<file path="src/design/mfp_pkg.sv">
package mfp_pkg;

    localparam int unsigned PAYLOAD_BUFFER_BYTES_DEF = 256;

    localparam logic [7:0] CRC_POLY  = 8'hD5;
    localparam logic [7:0] CH_DOLLAR = 8'h24;
    localparam logic [7:0] CH_X      = 8'h58;
    localparam logic [7:0] CH_LT     = 8'h3C;
    localparam logic [7:0] CH_GT     = 8'h3E;

    typedef enum logic [5:0] {
        PH_IDLE    = 6'b000001,
        PH_DOLLAR  = 6'b000010,
        PH_X       = 6'b000100,
        PH_HEADER  = 6'b001000,
        PH_PAYLOAD = 6'b010000,
        PH_CHECK   = 6'b100000
    } t_phase;

    typedef enum logic [2:0] {
        EV_NONE     = 3'd0,
        EV_PAYLOAD  = 3'd1,
        EV_OK       = 3'd2,
        EV_CRC      = 3'd3,
        EV_OVERFLOW = 3'd4,
        EV_DIR      = 3'd5
    } t_event;

    typedef struct packed {
        logic [7:0] data_byte;
        logic       buffer_start;
    } t_in_word;

    typedef struct packed {
        logic   fire;
        t_phase phase;
    } t_core_stat;

    typedef struct packed {
        t_event      event_res;
        logic [7:0]  payload_byte;
        logic [7:0]  payload_index;
        logic [15:0] function_code;
        logic [15:0] payload_length;
        logic [7:0]  header_flags;
        logic        is_response;
        logic [7:0]  computed_crc;
    } t_result;

    // crc-8 dvb-s2, msb first, one byte
    function automatic logic [7:0] crc8_fold(input logic [7:0] crc, input logic [7:0] b);
        logic [7:0] v;
        v = crc ^ b;
        for (int i = 0; i < 8; i++) begin
            v = v[7] ? ((v << 1) ^ CRC_POLY) : (v << 1);
        end
        return v;
    endfunction

endpackage

</file>
<file path="src/design/mfp_in_if.sv">
interface mfp_in_if;
    logic       valid;
    logic       ready;
    logic [7:0] data_byte;
    logic       buffer_start;

    modport source (output valid, output data_byte, output buffer_start, input ready);
    modport sink   (input valid, input data_byte, input buffer_start, output ready);
endinterface

</file>
<file path="src/design/mfp_out_if.sv">
interface mfp_out_if;
    logic        valid;
    logic        ready;
    logic [2:0]  event_res;
    logic [7:0]  payload_byte;
    logic [7:0]  payload_index;
    logic [15:0] function_code;
    logic [15:0] payload_length;
    logic [7:0]  header_flags;
    logic        is_response;
    logic [7:0]  computed_crc;

    modport source (
        output valid, output event_res, output payload_byte, output payload_index,
        output function_code, output payload_length, output header_flags,
        output is_response, output computed_crc, input ready
    );
    modport sink (
        input valid, input event_res, input payload_byte, input payload_index,
        input function_code, input payload_length, input header_flags,
        input is_response, input computed_crc, output ready
    );
endinterface

</file>
<file path="src/design/msp_v2_frame_parser.sv">
// msp v2 native frame parser with crc-8 dvb-s2 check
// i_in carries one received byte per word plus a buffer_start flag that
// forces the parser back to idle before that byte is looked at.
// o_out gives exactly one result word per input word: an event code
// (none, payload byte, packet ok, crc error, overflow abort, bad direction),
// the streamed payload byte and its index, and the header fields and
// running crc as they stand after that byte.
// a word accepted on i_in goes through the input register, then through the
// parse logic into the result register, before it appears on o_out.
// throughput: one word per cycle while o_out is not stalled, set by the
// combinational crc fold and phase update between the two registers.
// a stalled o_out holds its word; an empty input register still takes one more
// word, then i_in.ready drops until o_out.ready returns.
// reset clears the phase to idle, the header fields and crc to zero and
// empties both registers; there is no clearing pass.
module msp_v2_frame_parser
    import mfp_pkg::*;
#(
    parameter int unsigned PAYLOAD_BUFFER_BYTES = PAYLOAD_BUFFER_BYTES_DEF
) (
    input  logic      i_clk,
    input  logic      i_rst_n,
    mfp_in_if.sink    i_in,
    mfp_out_if.source o_out
);

    logic       stage_valid;
    t_in_word   stage_word;
    logic       take;
    t_core_stat stat;

    mfp_in_stage u_in_stage (
        .i_clk   (i_clk),
        .i_rst_n (i_rst_n),
        .i_in    (i_in),
        .i_take  (take),
        .o_valid (stage_valid),
        .o_word  (stage_word)
    );

    mfp_parse_core #(
        .PAYLOAD_BUFFER_BYTES (PAYLOAD_BUFFER_BYTES)
    ) u_parse_core (
        .i_clk   (i_clk),
        .i_rst_n (i_rst_n),
        .i_valid (stage_valid),
        .i_word  (stage_word),
        .o_take  (take),
        .o_stat  (stat),
        .o_out   (o_out)
    );

    // a streamed payload byte always lies inside the announced size
    a_pay_index_in_len: assert property (@(posedge i_clk) disable iff (!i_rst_n)
        o_out.valid && (o_out.event_res == EV_PAYLOAD)
            |-> (16'(o_out.payload_index) < o_out.payload_length))
        else $error("payload index beyond payload length");

    // checksum and abort events leave the parser idle; this asserts only idle, check or payload
    a_end_to_idle: assert property (@(posedge i_clk) disable iff (!i_rst_n)
        stat.fire && ((stat.phase == PH_CHECK) || (stat.phase == PH_PAYLOAD))
            && !stage_word.buffer_start && !(o_out.valid && !o_out.ready)
            |=> (stat.phase == PH_IDLE) || (stat.phase == PH_CHECK)
                || (stat.phase == PH_PAYLOAD))
        else $error("parser left payload or check phase wrongly");

    // a word into an empty pipe passes the input register and the result register to reach the output
    a_latency: assert property (@(posedge i_clk) disable iff (!i_rst_n)
        i_in.valid && i_in.ready && !stage_valid && !o_out.valid |-> ##2 o_out.valid)
        else $error("result word missing after two cycles");

    // the core only takes a word that the input register holds
    a_take_valid: assert property (@(posedge i_clk) disable iff (!i_rst_n)
        stat.fire |-> stage_valid)
        else $error("core took a word from an empty input register");

endmodule

</file>
<file path="src/design/mfp_in_stage.sv">
module mfp_in_stage
    import mfp_pkg::*;
(
    input  logic     i_clk,
    input  logic     i_rst_n,
    mfp_in_if.sink   i_in,
    input  logic     i_take,
    output logic     o_valid,
    output t_in_word o_word
);

    logic     r_valid;
    t_in_word r_word;

    assign i_in.ready = !r_valid || i_take;
    assign o_valid    = r_valid;
    assign o_word     = r_word;

    always_ff @(posedge i_clk) begin
        if (!i_rst_n) begin
            r_valid <= 1'b0;
        end else if (i_in.valid && i_in.ready) begin
            r_valid <= 1'b1;
        end else if (i_take) begin
            r_valid <= 1'b0;
        end
    end

    always_ff @(posedge i_clk) begin
        if (i_in.valid && i_in.ready) begin
            r_word.data_byte    <= i_in.data_byte;
            r_word.buffer_start <= i_in.buffer_start;
        end
    end

endmodule

</file>
<file path="src/design/mfp_parse_core.sv">
module mfp_parse_core
    import mfp_pkg::*;
#(
    parameter int unsigned PAYLOAD_BUFFER_BYTES = PAYLOAD_BUFFER_BYTES_DEF
) (
    input  logic       i_clk,
    input  logic       i_rst_n,
    input  logic       i_valid,
    input  t_in_word   i_word,
    output logic       o_take,
    output t_core_stat o_stat,
    mfp_out_if.source  o_out
);

    localparam int unsigned OFF_W = $clog2(PAYLOAD_BUFFER_BYTES + 1);
    localparam logic [OFF_W-1:0] BUF_LIMIT = OFF_W'(PAYLOAD_BUFFER_BYTES);

    localparam logic [2:0] HDR_FLAGS  = 3'd0;
    localparam logic [2:0] HDR_FN_LO  = 3'd1;
    localparam logic [2:0] HDR_FN_HI  = 3'd2;
    localparam logic [2:0] HDR_LEN_LO = 3'd3;

    // parser state
    t_phase           r_phase,   n_phase;
    logic [2:0]       r_hdr_idx, n_hdr_idx;
    logic [OFF_W-1:0] r_pay_idx, n_pay_idx;
    logic [7:0]       r_crc,     n_crc;
    logic [7:0]       r_fn_lo,   n_fn_lo;
    logic [7:0]       r_fn_hi,   n_fn_hi;
    logic [7:0]       r_len_lo,  n_len_lo;
    logic [15:0]      r_function, n_function;
    logic [15:0]      r_length,   n_length;
    logic [7:0]       r_flags,    n_flags;
    logic             r_dir,      n_dir;

    // result register
    logic    r_out_valid;
    t_result r_out, n_out;

    logic   fire;
    t_phase cur_phase;
    t_event ev;
    logic [7:0] c;
    logic [7:0] pbyte;
    logic [7:0] pidx;

    assign fire   = i_valid && (!r_out_valid || o_out.ready);
    assign o_take = fire;
    assign o_stat = '{fire: fire, phase: r_phase};
    assign c      = i_word.data_byte;

    always_comb begin
        n_phase    = r_phase;
        n_hdr_idx  = r_hdr_idx;
        n_pay_idx  = r_pay_idx;
        n_crc      = r_crc;
        n_fn_lo    = r_fn_lo;
        n_fn_hi    = r_fn_hi;
        n_len_lo   = r_len_lo;
        n_function = r_function;
        n_length   = r_length;
        n_flags    = r_flags;
        n_dir      = r_dir;
        ev         = EV_NONE;
        pbyte      = 8'd0;
        pidx       = 8'd0;
        cur_phase  = i_word.buffer_start ? PH_IDLE : r_phase;

        case (cur_phase)
            PH_DOLLAR: begin
                n_phase = (c == CH_X) ? PH_X : PH_IDLE;
            end
            PH_X: begin
                n_function = 16'd0;
                n_length   = 16'd0;
                n_flags    = 8'd0;
                n_dir      = 1'b0;
                n_hdr_idx  = 3'd0;
                n_pay_idx  = '0;
                n_crc      = 8'd0;
                if (c == CH_LT) begin
                    n_phase = PH_HEADER;
                end else if (c == CH_GT) begin
                    n_dir   = 1'b1;
                    n_phase = PH_HEADER;
                end else begin
                    ev      = EV_DIR;
                    n_phase = PH_IDLE;
                end
            end
            PH_HEADER: begin
                n_crc     = crc8_fold(r_crc, c);
                n_hdr_idx = r_hdr_idx + 3'd1;
                case (r_hdr_idx)
                    HDR_FLAGS:  n_flags  = c;
                    HDR_FN_LO:  n_fn_lo  = c;
                    HDR_FN_HI:  n_fn_hi  = c;
                    HDR_LEN_LO: n_len_lo = c;
                    default: begin
                        // size high byte closes the header
                        n_function = {r_fn_hi, r_fn_lo};
                        n_length   = {c, r_len_lo};
                        n_hdr_idx  = 3'd0;
                        n_pay_idx  = '0;
                        n_phase    = ({c, r_len_lo} == 16'd0) ? PH_CHECK : PH_PAYLOAD;
                    end
                endcase
            end
            PH_PAYLOAD: begin
                if (r_pay_idx < BUF_LIMIT) begin
                    ev        = EV_PAYLOAD;
                    pbyte     = c;
                    pidx      = 8'(r_pay_idx);
                    n_crc     = crc8_fold(r_crc, c);
                    n_pay_idx = r_pay_idx + OFF_W'(1);
                    if (16'(n_pay_idx) == r_length) begin
                        n_phase = PH_CHECK;
                    end
                end else begin
                    ev      = EV_OVERFLOW;
                    n_phase = PH_IDLE;
                end
            end
            PH_CHECK: begin
                ev      = (r_crc == c) ? EV_OK : EV_CRC;
                n_phase = PH_IDLE;
            end
            default: begin
                n_phase = (c == CH_DOLLAR) ? PH_DOLLAR : PH_IDLE;
            end
        endcase

        n_out.event_res      = ev;
        n_out.payload_byte   = pbyte;
        n_out.payload_index  = pidx;
        n_out.function_code  = n_function;
        n_out.payload_length = n_length;
        n_out.header_flags   = n_flags;
        n_out.is_response    = n_dir;
        n_out.computed_crc   = n_crc;
    end

    always_ff @(posedge i_clk) begin
        if (!i_rst_n) begin
            r_phase     <= PH_IDLE;
            r_hdr_idx   <= 3'd0;
            r_pay_idx   <= '0;
            r_crc       <= 8'd0;
            r_function  <= 16'd0;
            r_length    <= 16'd0;
            r_flags     <= 8'd0;
            r_dir       <= 1'b0;
            r_out_valid <= 1'b0;
        end else begin
            if (fire) begin
                r_phase    <= n_phase;
                r_hdr_idx  <= n_hdr_idx;
                r_pay_idx  <= n_pay_idx;
                r_crc      <= n_crc;
                r_function <= n_function;
                r_length   <= n_length;
                r_flags    <= n_flags;
                r_dir      <= n_dir;
            end
            if (fire) begin
                r_out_valid <= 1'b1;
            end else if (o_out.ready) begin
                r_out_valid <= 1'b0;
            end
        end
    end

    // header byte collectors, always written before use within a frame, and the result register
    always_ff @(posedge i_clk) begin
        if (fire) begin
            r_fn_lo  <= n_fn_lo;
            r_fn_hi  <= n_fn_hi;
            r_len_lo <= n_len_lo;
            r_out    <= n_out;
        end
    end

    assign o_out.valid          = r_out_valid;
    assign o_out.event_res      = r_out.event_res;
    assign o_out.payload_byte   = r_out.payload_byte;
    assign o_out.payload_index  = r_out.payload_index;
    assign o_out.function_code  = r_out.function_code;
    assign o_out.payload_length = r_out.payload_length;
    assign o_out.header_flags   = r_out.header_flags;
    assign o_out.is_response    = r_out.is_response;
    assign o_out.computed_crc   = r_out.computed_crc;

endmodule
</file>
<file path="src/flat_wrapper.sv">
// flat-port wrapper written by rule: the top's interface ports become plain ports
module msp_v2_frame_parser_flat import mfp_pkg::*;
#(
    parameter int unsigned PAYLOAD_BUFFER_BYTES = PAYLOAD_BUFFER_BYTES_DEF
)
  (i_clk, i_rst_n, i_in_valid, i_in_data_byte, i_in_buffer_start, i_in_ready, o_out_valid, o_out_event_res, o_out_payload_byte, o_out_payload_index, o_out_function_code, o_out_payload_length, o_out_header_flags, o_out_is_response, o_out_computed_crc, o_out_ready);
  mfp_in_if i_in_i ();
  mfp_out_if o_out_i ();
  input  logic i_clk;
  input  logic i_rst_n;
  input wire logic [$bits(i_in_i.valid)-1:0] i_in_valid;
  input wire logic [$bits(i_in_i.data_byte)-1:0] i_in_data_byte;
  input wire logic [$bits(i_in_i.buffer_start)-1:0] i_in_buffer_start;
  output wire logic [$bits(i_in_i.ready)-1:0] i_in_ready;
  output wire logic [$bits(o_out_i.valid)-1:0] o_out_valid;
  output wire logic [$bits(o_out_i.event_res)-1:0] o_out_event_res;
  output wire logic [$bits(o_out_i.payload_byte)-1:0] o_out_payload_byte;
  output wire logic [$bits(o_out_i.payload_index)-1:0] o_out_payload_index;
  output wire logic [$bits(o_out_i.function_code)-1:0] o_out_function_code;
  output wire logic [$bits(o_out_i.payload_length)-1:0] o_out_payload_length;
  output wire logic [$bits(o_out_i.header_flags)-1:0] o_out_header_flags;
  output wire logic [$bits(o_out_i.is_response)-1:0] o_out_is_response;
  output wire logic [$bits(o_out_i.computed_crc)-1:0] o_out_computed_crc;
  input wire logic [$bits(o_out_i.ready)-1:0] o_out_ready;
  assign i_in_i.valid = i_in_valid;
  assign i_in_i.data_byte = i_in_data_byte;
  assign i_in_i.buffer_start = i_in_buffer_start;
  assign i_in_ready = i_in_i.ready;
  assign o_out_valid = o_out_i.valid;
  assign o_out_event_res = o_out_i.event_res;
  assign o_out_payload_byte = o_out_i.payload_byte;
  assign o_out_payload_index = o_out_i.payload_index;
  assign o_out_function_code = o_out_i.function_code;
  assign o_out_payload_length = o_out_i.payload_length;
  assign o_out_header_flags = o_out_i.header_flags;
  assign o_out_is_response = o_out_i.is_response;
  assign o_out_computed_crc = o_out_i.computed_crc;
  assign o_out_i.ready = o_out_ready;
  msp_v2_frame_parser #(.PAYLOAD_BUFFER_BYTES(PAYLOAD_BUFFER_BYTES)) u_core (.i_clk(i_clk), .i_rst_n(i_rst_n), .i_in(i_in_i), .o_out(o_out_i));
endmodule
</file>
<file path="config.mk">
export PLATFORM = sky130hd
export DESIGN_NAME = msp_v2_frame_parser_flat
export DESIGN_NICKNAME = d
export VERILOG_FILES = /design/src/design/mfp_pkg.sv /design/src/design/mfp_in_if.sv /design/src/design/mfp_out_if.sv /design/src/design/msp_v2_frame_parser.sv /design/src/design/mfp_in_stage.sv /design/src/design/mfp_parse_core.sv /design/src/flat_wrapper.sv
export SDC_FILE = /design/constraint.sdc
export NUM_CORES = 1
export LEC_CHECK = 0
export BUFFER_PORTS_ARGS = -buffer_cell sky130_fd_sc_hd__buf_2
export CAP_MARGIN = 20
export CORE_MARGIN = 10
export CORE_UTILIZATION = 58
export DETAILED_ROUTE_END_ITERATION = 10
export GPL_ROUTABILITY_DRIVEN = 0
export PLACE_DENSITY = 0.78
export REMOVE_ABC_BUFFERS = 1
export SETUP_SLACK_MARGIN = 0.3
export SLEW_MARGIN = 20
export SYNTH_ARGS = -nofsm -noshare
export SYNTH_HDL_FRONTEND = slang
export SYNTH_SLANG_ARGS = --single-unit
export TNS_END_PERCENT = 5
</file>
<file path="constraint.sdc">
create_clock -name i_clk -period 5.21 [get_ports i_clk]
set_input_delay 0 -clock i_clk [delete_from_list [all_inputs] [get_ports i_clk]]
set_output_delay 0 -clock i_clk [all_outputs]
set_load 0.1 [all_outputs]
</file>
# Word level (Yosys, flattened, before mapping)
# Cells that the tools add are included.
[op_classes]
n_addsub = 2
bitwise_logic = 9
n_lt_le_gt_ge = 1
mux = 43
n_reduce_logical = 20
eq_ne = 17
[ops]
columns = ["operator", "count"]
rows = [
  ["8-bit 2-to-1 mux", 10],
  ["16-bit one-hot mux with 2 select lines", 2],
  ["5-bit NOT", 8],
  ["16-bit 2-to-1 mux", 2],
  ["6-bit 2-to-1 mux", 5],
  ["6-bit one-hot mux with 5 select lines", 1],
  ["9-bit one-hot mux with 3 select lines", 1],
  ["8-bit by 6-bit equality test with 1-bit output (second input constant)", 3],
  ["8-bit one-hot mux with 3 select lines", 1],
  ["9-bit 2-to-1 mux", 2],
  ["9-bit by 16-bit equality test with 1-bit output", 1],
  ["16-bit logical NOT", 1],
  ["8-bit one-hot mux with 2 select lines", 1],
  ["3-bit 2-to-1 mux", 5],
  ["3-bit AND reduction", 4],
  ["9-bit by 1-bit adder with 9-bit output (second input constant)", 1],
  ["9-bit less-than comparator (second input constant)", 1],
  ["3-bit one-hot mux with 3 select lines", 1],
  ["8-bit by 7-bit equality test with 1-bit output (second input constant)", 1],
  ["8-bit equality test", 1],
  ["1-bit 2-to-1 mux", 8],
  ["4-bit 2-to-1 mux", 2],
  ["8-bit bitwise XOR", 1],
  ["3-bit by 2-bit equality test with 1-bit output (second input constant)", 2],
  ["other kinds (20)", 27],
]
[word_totals]
wordCells = 115
output_inout_bits = 70
ff_bits = 170
inputBits = 13

# Longest topological paths before layout
# Gate-level depths: netlist of the first run.
[depth]
ltp_word = 19
mapped_depth = 9
depth_no_buf = 8

# By module
# From an unflattened synthesis of the first run, not the netlist that was laid out.
[hier_totals]
cells_unflattened = 613
area_unflattened_um2 = 7375.8
[by_module_without_submodules]
columns = ["module", "instances", "seq_area_each_um2", "area_per_inst_um2", "cells_each"]
rows = [
  ["mfp_parse_core", 1, 4124.0, 7048.0, 599],
  ["mfp_in_stage", 1, 290.3, 327.8, 14],
]

# Worst setup path before layout of the first run
# Ideal clock, no wire load.
[synth_path]
path_kind = "register to register"
startpoint = "register u_core.u_parse_core.r_out_valid, in the netlist u_core.u_parse_core.o_out.valid"
endpoint = "register u_core.u_parse_core.r_length[13]"
path_stages_with_launch = 10
arrival_ps = 4318
period_less_slack_ps = 4383
setup_slack_ps = 827
t_required_ps = 5145
path_cell_list = "dfxtp_1 > nor2b_1 > nand2b_1 > clkbuf_2 > clkinv_1 > nand3_1 > nand2b_4 > buf_6 > a22oi_1 > nor2b_1"
[synth_rtl]
columns = ["element", "line_no", "rtl"]
rows = [
  ["start, declared", "mfp_parse_core.sv:37", "logic r_out_valid;"],
  ["start signal, assigned", "mfp_parse_core.sv:153", "r_out_valid <= 1'b0;"],
  ["start signal, assigned", "mfp_parse_core.sv:166", "r_out_valid <= 1'b1;"],
  ["start signal, assigned", "mfp_parse_core.sv:168", "r_out_valid <= 1'b0;"],
  ["end signal, assigned", "mfp_parse_core.sv:161", "r_length <= n_length;"],
  ["end, declared", "mfp_parse_core.sv:32", "logic [15:0] r_length, n_length;"],
]

==> metrics.yaml, run 1 <==
grt-ovfl-total: 0
yosysSeqAreaShare_pct: 59.0
cts-root-buf: "clkbuf_16"
maxCapViolCount: 0
drive_gt1_share_pct: 20.0
rsz0062_at_grt: "false"
status: "complete, no violations"
htreeDepth: 4
post_drt_wl_per_cell_um: 18.3
dr.pass1.iters: 5
die_area_sq_um: 17800
setup_viol: 0
period_share_pct: 52.3
synth-seq-cells: 170
grt_pass1_vias: 5004
cts_tree: "yes"
p_seq_share_pct: 50.4
r2r_cells: 5
num_io_pins: 83
start_util_pct: 59.3
grt_usage_pct: 17.6
num_antenna_cells: 0
wl_met3_um: 1110
tightest_slew_ns: 0.849
tns_ns: 0
num_vias: 5170
post_cts_buffers: 0
instances_no_fill: 871
cp-end-kind: "flip-flop"
antenna_found_initial: 0
p_total_mw: 2.93
grt_max_degree: 76
fmax_mhz: 367
hp-class: "in2reg"
p_clk_share_pct: 39.3
skew_ns: 0.0123
postSynthCellCount: 613
syn_area_sq_um: 7480
grt_pass1_wl_um: 25600
ant_nets: 0
core-area_sq_um: 12600
ys_types: 70
nFillCells: 937
leakage_nw: 2.99
synth_area_per_cell_sq_um: 12.2
cp.required_ns: 5.29
wl_met1_um: 6720
p_int_mw: 2.13
die_w_um: 134
multiInputGateArea_sq_um: 2840
yosys_warnings: 0
clk_path_buf_depth: 2
drtIter0Drc: 493
met2_length_um: 7680
numCtsBuffers: 17
die_h_um: 134
report.final.slew_viol_count: 0
p_per_area_nw_per_um2: 340
syn_to_final_growth_pct: 15.0
dpl.hpwl_um: 10300
path_clk_slew_ns: 0.07
switching_share_pct: 27.1
dp_cells: 827
clk-insertion-delay-late_ns: 0.42
worstPathArrival_ns: 2.81
start_kind: "flip-flop"
synth-edff-count: 101
finalHoldViolations: 0
regArea_sq_um: 4410
worstPathMaxFanout: 41
port_buffers: 82
async_flop_share_pct: 0
netSwitchingPower_uw: 793
synth_ff_type: "edfxtp_1"
pwr-share-comb_pct: 10.3
ir_drop_v: 0.000252
final_nets: 706
max_slew_margin_pct: 43.3
cts_sinks: 170
holdPathStages: 2
top_layer_used: "met4"
vias_per_cell: 5.94
min_period_ns: 2.72
drcViolationCount: 0
critical_path_class: "reg2reg"
rows: 41
wl_um: 15900
## stage by stage
stage / utilization (%) / area, sq um / hold WS, ns / setup WS [ns]
after global routing: 68.2 / 8610 / 0.176 / 2.21
after CTS: 68.2 / 8610 / 0.274 / 2.44
final: 68.2 / 8610 / 0.134 / 2.49
after detailed placement: 62.9 / 7940 / 0.178 / 2.46
after global placement: 62.9 / 7940 / 0.178 / 2.38
after floorplan: - / 7270 / 0.0989 / 0.711
## layer usage
layer	up-vias	global-route usage (%)
met5	-	0
met4	0	7.62
met3	37	5.19
met2	200	28.4
met1	2507	21.5
li1	2426	-
## registers in the layout, indices dropped and copies added, names as in the netlist, 3 cells and up
signal,flops
u_core.u_parse_core.r_flags,8
u_core.u_in_stage.o_word,9
u_core.u_parse_core.r_function,16
u_core.u_parse_core.o_out.function_code,16
u_core.u_parse_core.r_hdr_idx,3
u_core.u_parse_core.o_out.payload_byte,8
u_core.u_parse_core.r_crc,8
u_core.u_parse_core.o_out.computed_crc,8
u_core.u_parse_core.r_fn_hi,8
u_core.u_parse_core.o_out.event_res,3
u_core.u_parse_core.r_len_lo,8
u_core.u_parse_core.o_out.header_flags,8
u_core.u_parse_core.r_length,16
u_core.u_parse_core.r_pay_idx,9
u_core.u_parse_core.r_fn_lo,8
u_core.u_parse_core.o_out.payload_index,8
u_core.u_parse_core.r_phase,6
u_core.u_parse_core.o_out.payload_length,16
## final timing paths
| kind | startpoint | to | slack (ns) |
|---|---|---|---|
| min | i_rst_n | u_core.u_parse_core.r_flags[7] | 0.13 |
| max reg2reg | u_core.u_parse_core.o_out.valid | u_core.u_parse_core.r_len_lo[4] | 2.49 |
| min reg2reg | u_core.u_parse_core.r_dir | u_core.u_parse_core.r_dir | 0.52 |
| max | u_core.u_parse_core.o_out.valid | u_core.u_parse_core.r_len_lo[4] | 2.49 |
## synthesized netlist by cell type, types with 11 or more instances
cell | n | area (sq um)
edfxtp_1 | 101 | 3030
nand2_1 | 27 | 101
xnor2_1 | 18 | 158
clkbuf_1 | 31 | 116
a22oi_1 | 42 | 315
and2_1 | 24 | 150
o21ai_0 | 14 | 70.1
nor2_1 | 17 | 63.8
nor2b_1 | 54 | 338
a22o_1 | 44 | 385
dfxtp_1 | 69 | 1380
a21oi_1 | 11 | 55.1
nand3_1 | 13 | 65.1
## cell families after synthesis
kind of cell | count (synthesis) | share of synthesized area [%]
xor gates and xnor gates | 33 | 4.66
DFF | 170 | 59.0
buffers and inverters | 52 | 3.24
and+or+nand+nor | 199 | 16.0
AOI/OAI and AO/OA | 144 | 14.8
muxes | 8 | 1.09
adders and majority gates | 7 | 1.17
## placed cells by master (no fill, tap or decap), types with 11 or more instances in the layout
cell type      Yosys  layout
o21ai_0           14      14
nor2_1            17      16
a21oi_1           11      11
and2_1            24      24
dfxtp_1           69      69
a22oi_1           42      42
nor2b_1           54      54
nand3_1           13      13
clkbuf_16          0      17
xnor2_1           18      18
nand2_1           27      27
dlygate4sd3_1      0      12
buf_2              7      81
edfxtp_1         101     101
a22o_1            44      44
## timing repair
action                                  CTS  global route
hold buffers                             12             0
endpoints found under the setup margin    0             0
endpoints found under the hold margin    11             0
resized for setup                         0             0
## critical path, stage by stage, from the launching register on
cell      delay [ns]
dfxtp_1         0.31
nor2b_1         0.15
nand2b_1        0.30
inv_2           0.59
buf_4           0.56
and3_1          0.47
## cell type report
class	instances	area share (%)
Inverter	7	0.305
Timing Repair Buffer	99	6.63
Clock inverter	14	1.32
Clock buffer	18	4.99
Sequential cell	170	51.3
Tap cell	172	2.50
Multi-Input combinational cell	391	33.0
## power by group through the flow
stage | registers [mW] | logic [mW] | clock network [mW]
global placement | 1.50 | 0.293 | 0
finish | 1.47 | 0.301 | 1.15
floorplan | 1.67 | 0.0704 | 0
global route | 1.48 | 0.316 | 1.23
CTS | 1.47 | 0.303 | 1.17
detailed placement | 1.50 | 0.296 | 0
Power figures use the tool's default switching activity.
==> run 2, diff against run 1 <==
- CORE_UTILIZATION: 58 -> 53
- PLACE_DENSITY: 0.78 -> 0.75
- clock period: 5.21 -> 2.2 ns (I/O delays scaled with it)
==> metrics.yaml, run 2 (synthesized netlist as in run 1, its figures left out) <==
fin_hold_ws_ns: 0.0362  # -0.0978 ns
instances_no_fill: 946  # +8.6%
nFillCells: 884  # -5.7%
grt_pass1_vias: 5660  # +13%
r2r-start: "u_core.u_in_stage.o_word[0]"
die_h_um: 139  # +3.9%
r2r_cells: 8  # +3
dp_cells: 889  # +7.5%
max_slew_margin_pct: 67.3  # +24 points
min_to: "u_core.u_parse_core.o_out.valid"
core-area_sq_um: 13900  # +10%
num_antenna_cells: 0  # unchanged
cp-end-kind: "flip-flop"
finalHoldViolations: 0  # unchanged
status: "complete, no violations"
hp-class: "in2reg"
timing.rr.end: "u_core.u_parse_core.r_phase[0]"
post_drt_wl_per_cell_um: 20.5  # +12%
critical_path_class: "reg2reg"
rows: 43  # +4.9%
dr.pass1.iters: 5  # unchanged
fmax_mhz: 462  # +26%
path_clk_slew_ns: 0.07  # about the same
clk-insertion-delay-late_ns: 0.43  # about the same
cts-root-buf: "clkbuf_16"
crit_slowest_cell: "edfxtp_1"
worstPathMaxFanout: 6  # -85%
die_area_sq_um: 19300  # +8.0%
tightest_slew_ns: 0.486  # -0.364 ns
grt_use_met1_pct: 22.7  # +1.2 points
numCtsBuffers: 17  # unchanged
placed_area_sq_um: 8430  # +6.1%
cpPeakStageDelay_ns: 0.42  # -0.17 ns
cp.required_ns: 2.52  # -2.77 ns
min_period_ns: 2.17  # -0.559 ns
holdPathStages: 2  # unchanged
layout_common_cells: "101 x edfxtp_1, 82 x buf_2, 61 x dfxtp_1"
start_util_pct: 53.9  # -5.4 points
use_met3_pct: 4.83  # -0.36 points
p_per_area_nw_per_um2: 734  # +120%
worstPathArrival_ns: 2.49  # -0.32 ns
period_share_pct: 98.5  # +46 points
critPathTopFamily: "simple AND/OR/NAND/NOR gates"
report.final.slew_viol_count: 0  # unchanged
ir_drop_v: 0.000584  # +130%
num_io_pins: 83  # unchanged
antenna_found_initial: 0  # unchanged
drtIter0Drc: 504  # +2.2%
syn_to_final_growth_pct: 32.1
skew_ns: 0.00790  # -0.00444 ns
die_w_um: 139  # +3.9%
grt_usage_pct: 18.9  # +1.3 points
cts_sinks: 170  # unchanged
num_vias: 5678  # +9.8%
drive_gt1_share_pct: 40.2  # +20 points
grt_max_degree: 53  # -30%
leakage_nw: 3.51  # +17%
final_common_cell: "edfxtp_1"
worst_slack_ns: 0.0337  # -2.45 ns
vias_per_cell: 6.00  # +1.1%
start_kind: "flip-flop"
port_buffers: 82  # unchanged
final_nets: 773  # +9.5%
setup_viol: 0  # unchanged
cp_cell_sequence: "buf_6 > nor4_4 > buf_4 > o221ai_1 > nand2_1 > nor4b_2 > o21ai_1 > mux2_2"
design_area_sq_um: 9890  # +15%
clk_path_buf_depth: 2  # unchanged
rsz0062_at_grt: "true"
reg2reg_slack_ns: 0.03  # -2.45 ns
grt_pass1_wl_um: 29800  # +16%
grt-ovfl-total: 0  # unchanged
hp-start: "i_rst_n"
cts_tree: "yes"
met2_usage_pct: 31.2  # +2.7 points
fin_util_pct: 71.2  # +3.0 points
ant_nets: 0  # unchanged
drcViolationCount: 0  # unchanged
dp_worst_setup_slack_ns: -0.0287  # -2.49 ns
critPathBufInv: 2  # unchanged
wl_um: 19400  # +22%
dpl.hpwl_um: 12400  # +20%
htreeDepth: 4  # unchanged
top_usage_layer: "met2"
maxCapViolCount: 0  # unchanged
## run 2: per-stage QoR
stage	TNS [ns]	power [mW]
6_report	0	7.26
5_1_grt	-0.420	7.45
4_1_cts	0	7.24
3_5_place_dp	-0.0408	4.32
3_3_place_gp	0	4.31
2_1_floorplan	-272.64	4.13
## run 2: area by class of cell
cell class              count  area [sq um]  share of cell area, %
well taps                 180           225                   2.28
clock inverters            13           133                   1.34
repair buffers            166          1210                   12.2
inverters                   7          26.3                  0.266
flip-flops and latches    170          4430                   44.8
clock buffers              19           443                   4.48
multi-input cells         391          3430                   34.7
## run 2: worst max path at each step
stage,slack [ns],cells after the start,start,endpoint
after global routing,-0.04,5,u_core.u_in_stage.o_word[0],u_core.u_parse_core.r_fn_hi[7]
after detailed placement,-0.03,6,u_core.u_in_stage.o_word[8],u_core.u_parse_core.o_out.computed_crc[7]
after floorplan,-2.30,7,u_core.u_parse_core.o_out.valid,u_core.u_parse_core.r_function[0]
final,0.03,8,u_core.u_in_stage.o_word[0],u_core.u_parse_core.r_phase[0]
after CTS,0.06,7,u_core.u_in_stage.o_word[8],u_core.u_parse_core.o_out.computed_crc[4]
after global placement,0.04,6,u_core.u_in_stage.o_word[8],u_core.u_parse_core.o_out.computed_crc[7]
## run 2: routing by layer
metal	vias up	share of wire (%)
li1	2568	-
met4	0	2.5
met5	-	0
met2	212	51
met3	36	5.8
met1	2862	41
## run 2: where the power goes
part	switching (mW)	internal [mW]
logic	0.650	0.230
clock network	1.30	1.62
registers	0.0283	3.43
total	1.98	5.28
## run 2: timing repair
action,4_1_cts,5_1_grt
setup endpoints to repair,129,139
pin swaps,7,63
hold buffers,12,0
endpoints found under the hold margin,11,0
buffers inserted,5,8
gates resized for setup,16,126
==> run 3, diff against run 2 <==
- ABC_AREA: unset -> 1
- CAP_MARGIN: 20 -> 25
- SYNTH_HIERARCHICAL: unset -> 1
==> metrics.yaml, run 3 <==
cp_common_cell: "nand2_1"
num_antenna_cells: 0  # unchanged
drcViolationCount: 0  # unchanged
worst_slack_ns: -0.115  # -0.149 ns
min_period_ns: 2.32  # +0.149 ns
start_util_pct: 53.9  # about the same
max_slew_margin_pct: 66.8  # -0.56 points
violations: "setup timing"
cts_tree: "yes"
path_clk_slew_ns: 0.07  # about the same
rsz0062_at_grt: "true"
rows: 44  # +2.3%
layout_common_cells: "209 x nand2_1, 104 x inv_1, 101 x edfxtp_1"
start_kind: "flip-flop"
antenna_found_initial: 0  # unchanged
die_h_um: 141  # +1.8%
instances_no_fill: 1230  # +30%
wl_um: 19400  # -0.22%
worstPathArrival_ns: 2.50  # about the same
cts_sinks: 170  # unchanged
grt_pass1_vias: 6314  # +12%
period_share_pct: 105  # +6.8 points
maxCapViolCount: 0  # unchanged
synth_area_per_cell_sq_um: 8.76  # -28%
num_vias: 6684  # +18%
dpl.hpwl_um: 12800  # +3.6%
vias_per_cell: 5.43  # -9.5%
worstPathMaxFanout: 4  # -2
clk-insertion-delay-late_ns: 0.44  # about the same
cpPeakStageDelay_ns: 0.42  # about the same
final_nets: 1053  # +36%
syn_area_sq_um: 7810  # +4.3%
die_w_um: 141  # +1.8%
skew_ns: 0.00945  # +0.00155 ns
drive_gt1_share_pct: 25.8  # -14 points
leakage_nw: 4.17  # +19%
drtIter0Drc: 633  # +26%
ant_nets: 0  # unchanged
cp_cell_sequence: "nand2_1 > nand2_2 > ha_4 > buf_6 > nand2_1 > nand2_1 > inv_1 > nand2_1 > nand2_2 > inv_2 > nand2_2 > nand2_2 > nand2_1 > nand2_1 > nand3_2 > nand3_2 > nand2_1"
fmax_mhz: 432  # -6.4%
grt-ovfl-total: 0  # unchanged
final_common_cell: "nand2_1"
tightest_slew_ns: 0.502  # +0.0164 ns
cp-end-kind: "flip-flop"
port_buffers: 82  # unchanged
dr.pass1.iters: 6  # +1
p_total_mw: 8.05  # +11%
critPathTopFamily: "simple AND/OR/NAND/NOR gates"
setup_viol: 7  # +7
critPathBufInv: 3  # +1
finalHoldViolations: 0  # unchanged
report.final.slew_viol_count: 0  # unchanged
core-area_sq_um: 14500  # +4.3%
grt_usage_pct: 18.9  # +0.055 points
grt_max_degree: 76  # +43%
status: "complete, but fails checks"
yosys_warnings: 6  # +6
hp-class: "in2reg"
htreeDepth: 4  # unchanged
grt_pass1_wl_um: 30800  # +3.5%
dp_cells: 1169  # +31%
p_per_area_nw_per_um2: 817  # +11%
ir_drop_v: 0.000590  # +1.0%
cts-root-buf: "clkbuf_16"
numCtsBuffers: 17  # unchanged
syn_to_final_growth_pct: 26.3
crit_slowest_cell: "edfxtp_1"
post_drt_wl_per_cell_um: 15.8  # -23%
num_io_pins: 83  # unchanged
die_area_sq_um: 20000  # +3.7%
postSynthCellCount: 891  # +45%
cp.required_ns: 2.39  # -0.13 ns
critical_path_class: "reg2reg"
clk_path_buf_depth: 2  # unchanged
[run 3: changes by cell type in the layout (fill, tap and decap cells not counted), moves of 15 or more]
cell	previous run	this run
a21oi_1	8	62
a22o_1	44	2
a22oi_2	38	0
and2_1	24	0
inv_1	6	104
nand2_1	25	209
nand2_2	3	21
nand3_1	10	25
nor2_1	15	52
nor2b_1	51	0
o211ai_1	0	30
o21ai_0	11	45
o21ai_1	3	20
[run 3: what timing repair did]
action | CTS | global route
buffers inserted | 4 | 12
cloned | 0 | 0
endpoints found under the setup margin | 133 | 154
pin swaps | 22 | 25
hold buffers | 13 | 0
resized for setup | 34 | 74
endpoints found under the hold margin | 19 | 0
[run 3: metrics by stage]
step / TNS [ns] / hold WS [ns] / cell area (sq um) / setup WS, ns / util [%]
after floorplan: -252.29 / 0.0841 / 7640 / -1.90 / -
after global placement: -0.185 / 0.176 / 8680 / -0.0583 / 60.0
after detailed placement: -0.703 / 0.178 / 8680 / -0.150 / 60.0
after CTS: -0.0154 / 0.252 / 9510 / -0.0110 / 65.7
after global routing: -1.86 / 0.278 / 9860 / -0.220 / 68.1
final: -0.431 / 0.271 / 9860 / -0.115 / 68.1
[run 3: layer usage]
| metal | vias up | global-route usage, % | wire length, um |
|---|---|---|---|
| met5 | - | 0 | 0 |
| met4 | 0 | 7.23 | 511 |
| met3 | 50 | 5.41 | 1310 |
| met2 | 223 | 31.5 | 9520 |
| met1 | 3150 | 22.7 | 8050 |
| li1 | 3261 | - | - |
[run 3: cell type report]
| cell class | count | area [sq um] |
|---|---|---|
| Tap cell | 184 | 230 |
| Inverter | 122 | 464 |
| Multi-Input combinational cell | 562 | 3110 |
| Sequential cell | 170 | 4420 |
| Fill cell | 1098 | 4620 |
| Clock inverter | 14 | 123 |
| Clock buffer | 18 | 429 |
| Timing Repair Buffer | 160 | 1080 |
[run 3: worst reg2reg max path, cell delays in order (launching register included)]
cell and delay [ns]:
edfxtp_1 0.42, nand2_1 0.11, nand2_2 0.08, ha_4 0.32, buf_6 0.11, nand2_1 0.05, nand2_1 0.08, inv_1 0.04
nand2_1 0.07, nand2_2 0.10, inv_2 0.11, nand2_2 0.07, nand2_2 0.10, nand2_1 0.08, nand2_1 0.09, nand3_2 0.08
nand3_2 0.09, nand2_1 0.06
[run 3: report_power, final]
group	switching [mW]	total [mW]	internal [mW]
logic	1.21	1.70	0.492
clock network	1.25	2.81	1.56
registers	0.0533	3.54	3.49
total	2.51	8.05	5.54
[run 3: path summary, 6_finish.rpt]
kind / start / to / slack [ns] / cells after the start
hold reg to reg: u_core/u_parse_core/r_function[12] / u_core/u_parse_core/r_function[12] / 0.47 / 2
setup / recovery: u_core/u_in_stage/o_word[8] / u_core/u_parse_core/o_out.computed_crc[6] / -0.12 / 17
setup reg to reg: u_core/u_in_stage/o_word[8] / u_core/u_parse_core/o_out.computed_crc[6] / -0.12 / 17
hold / removal: i_in_data_byte[5] / u_core/u_in_stage/o_word[6] / 0.27 / 2
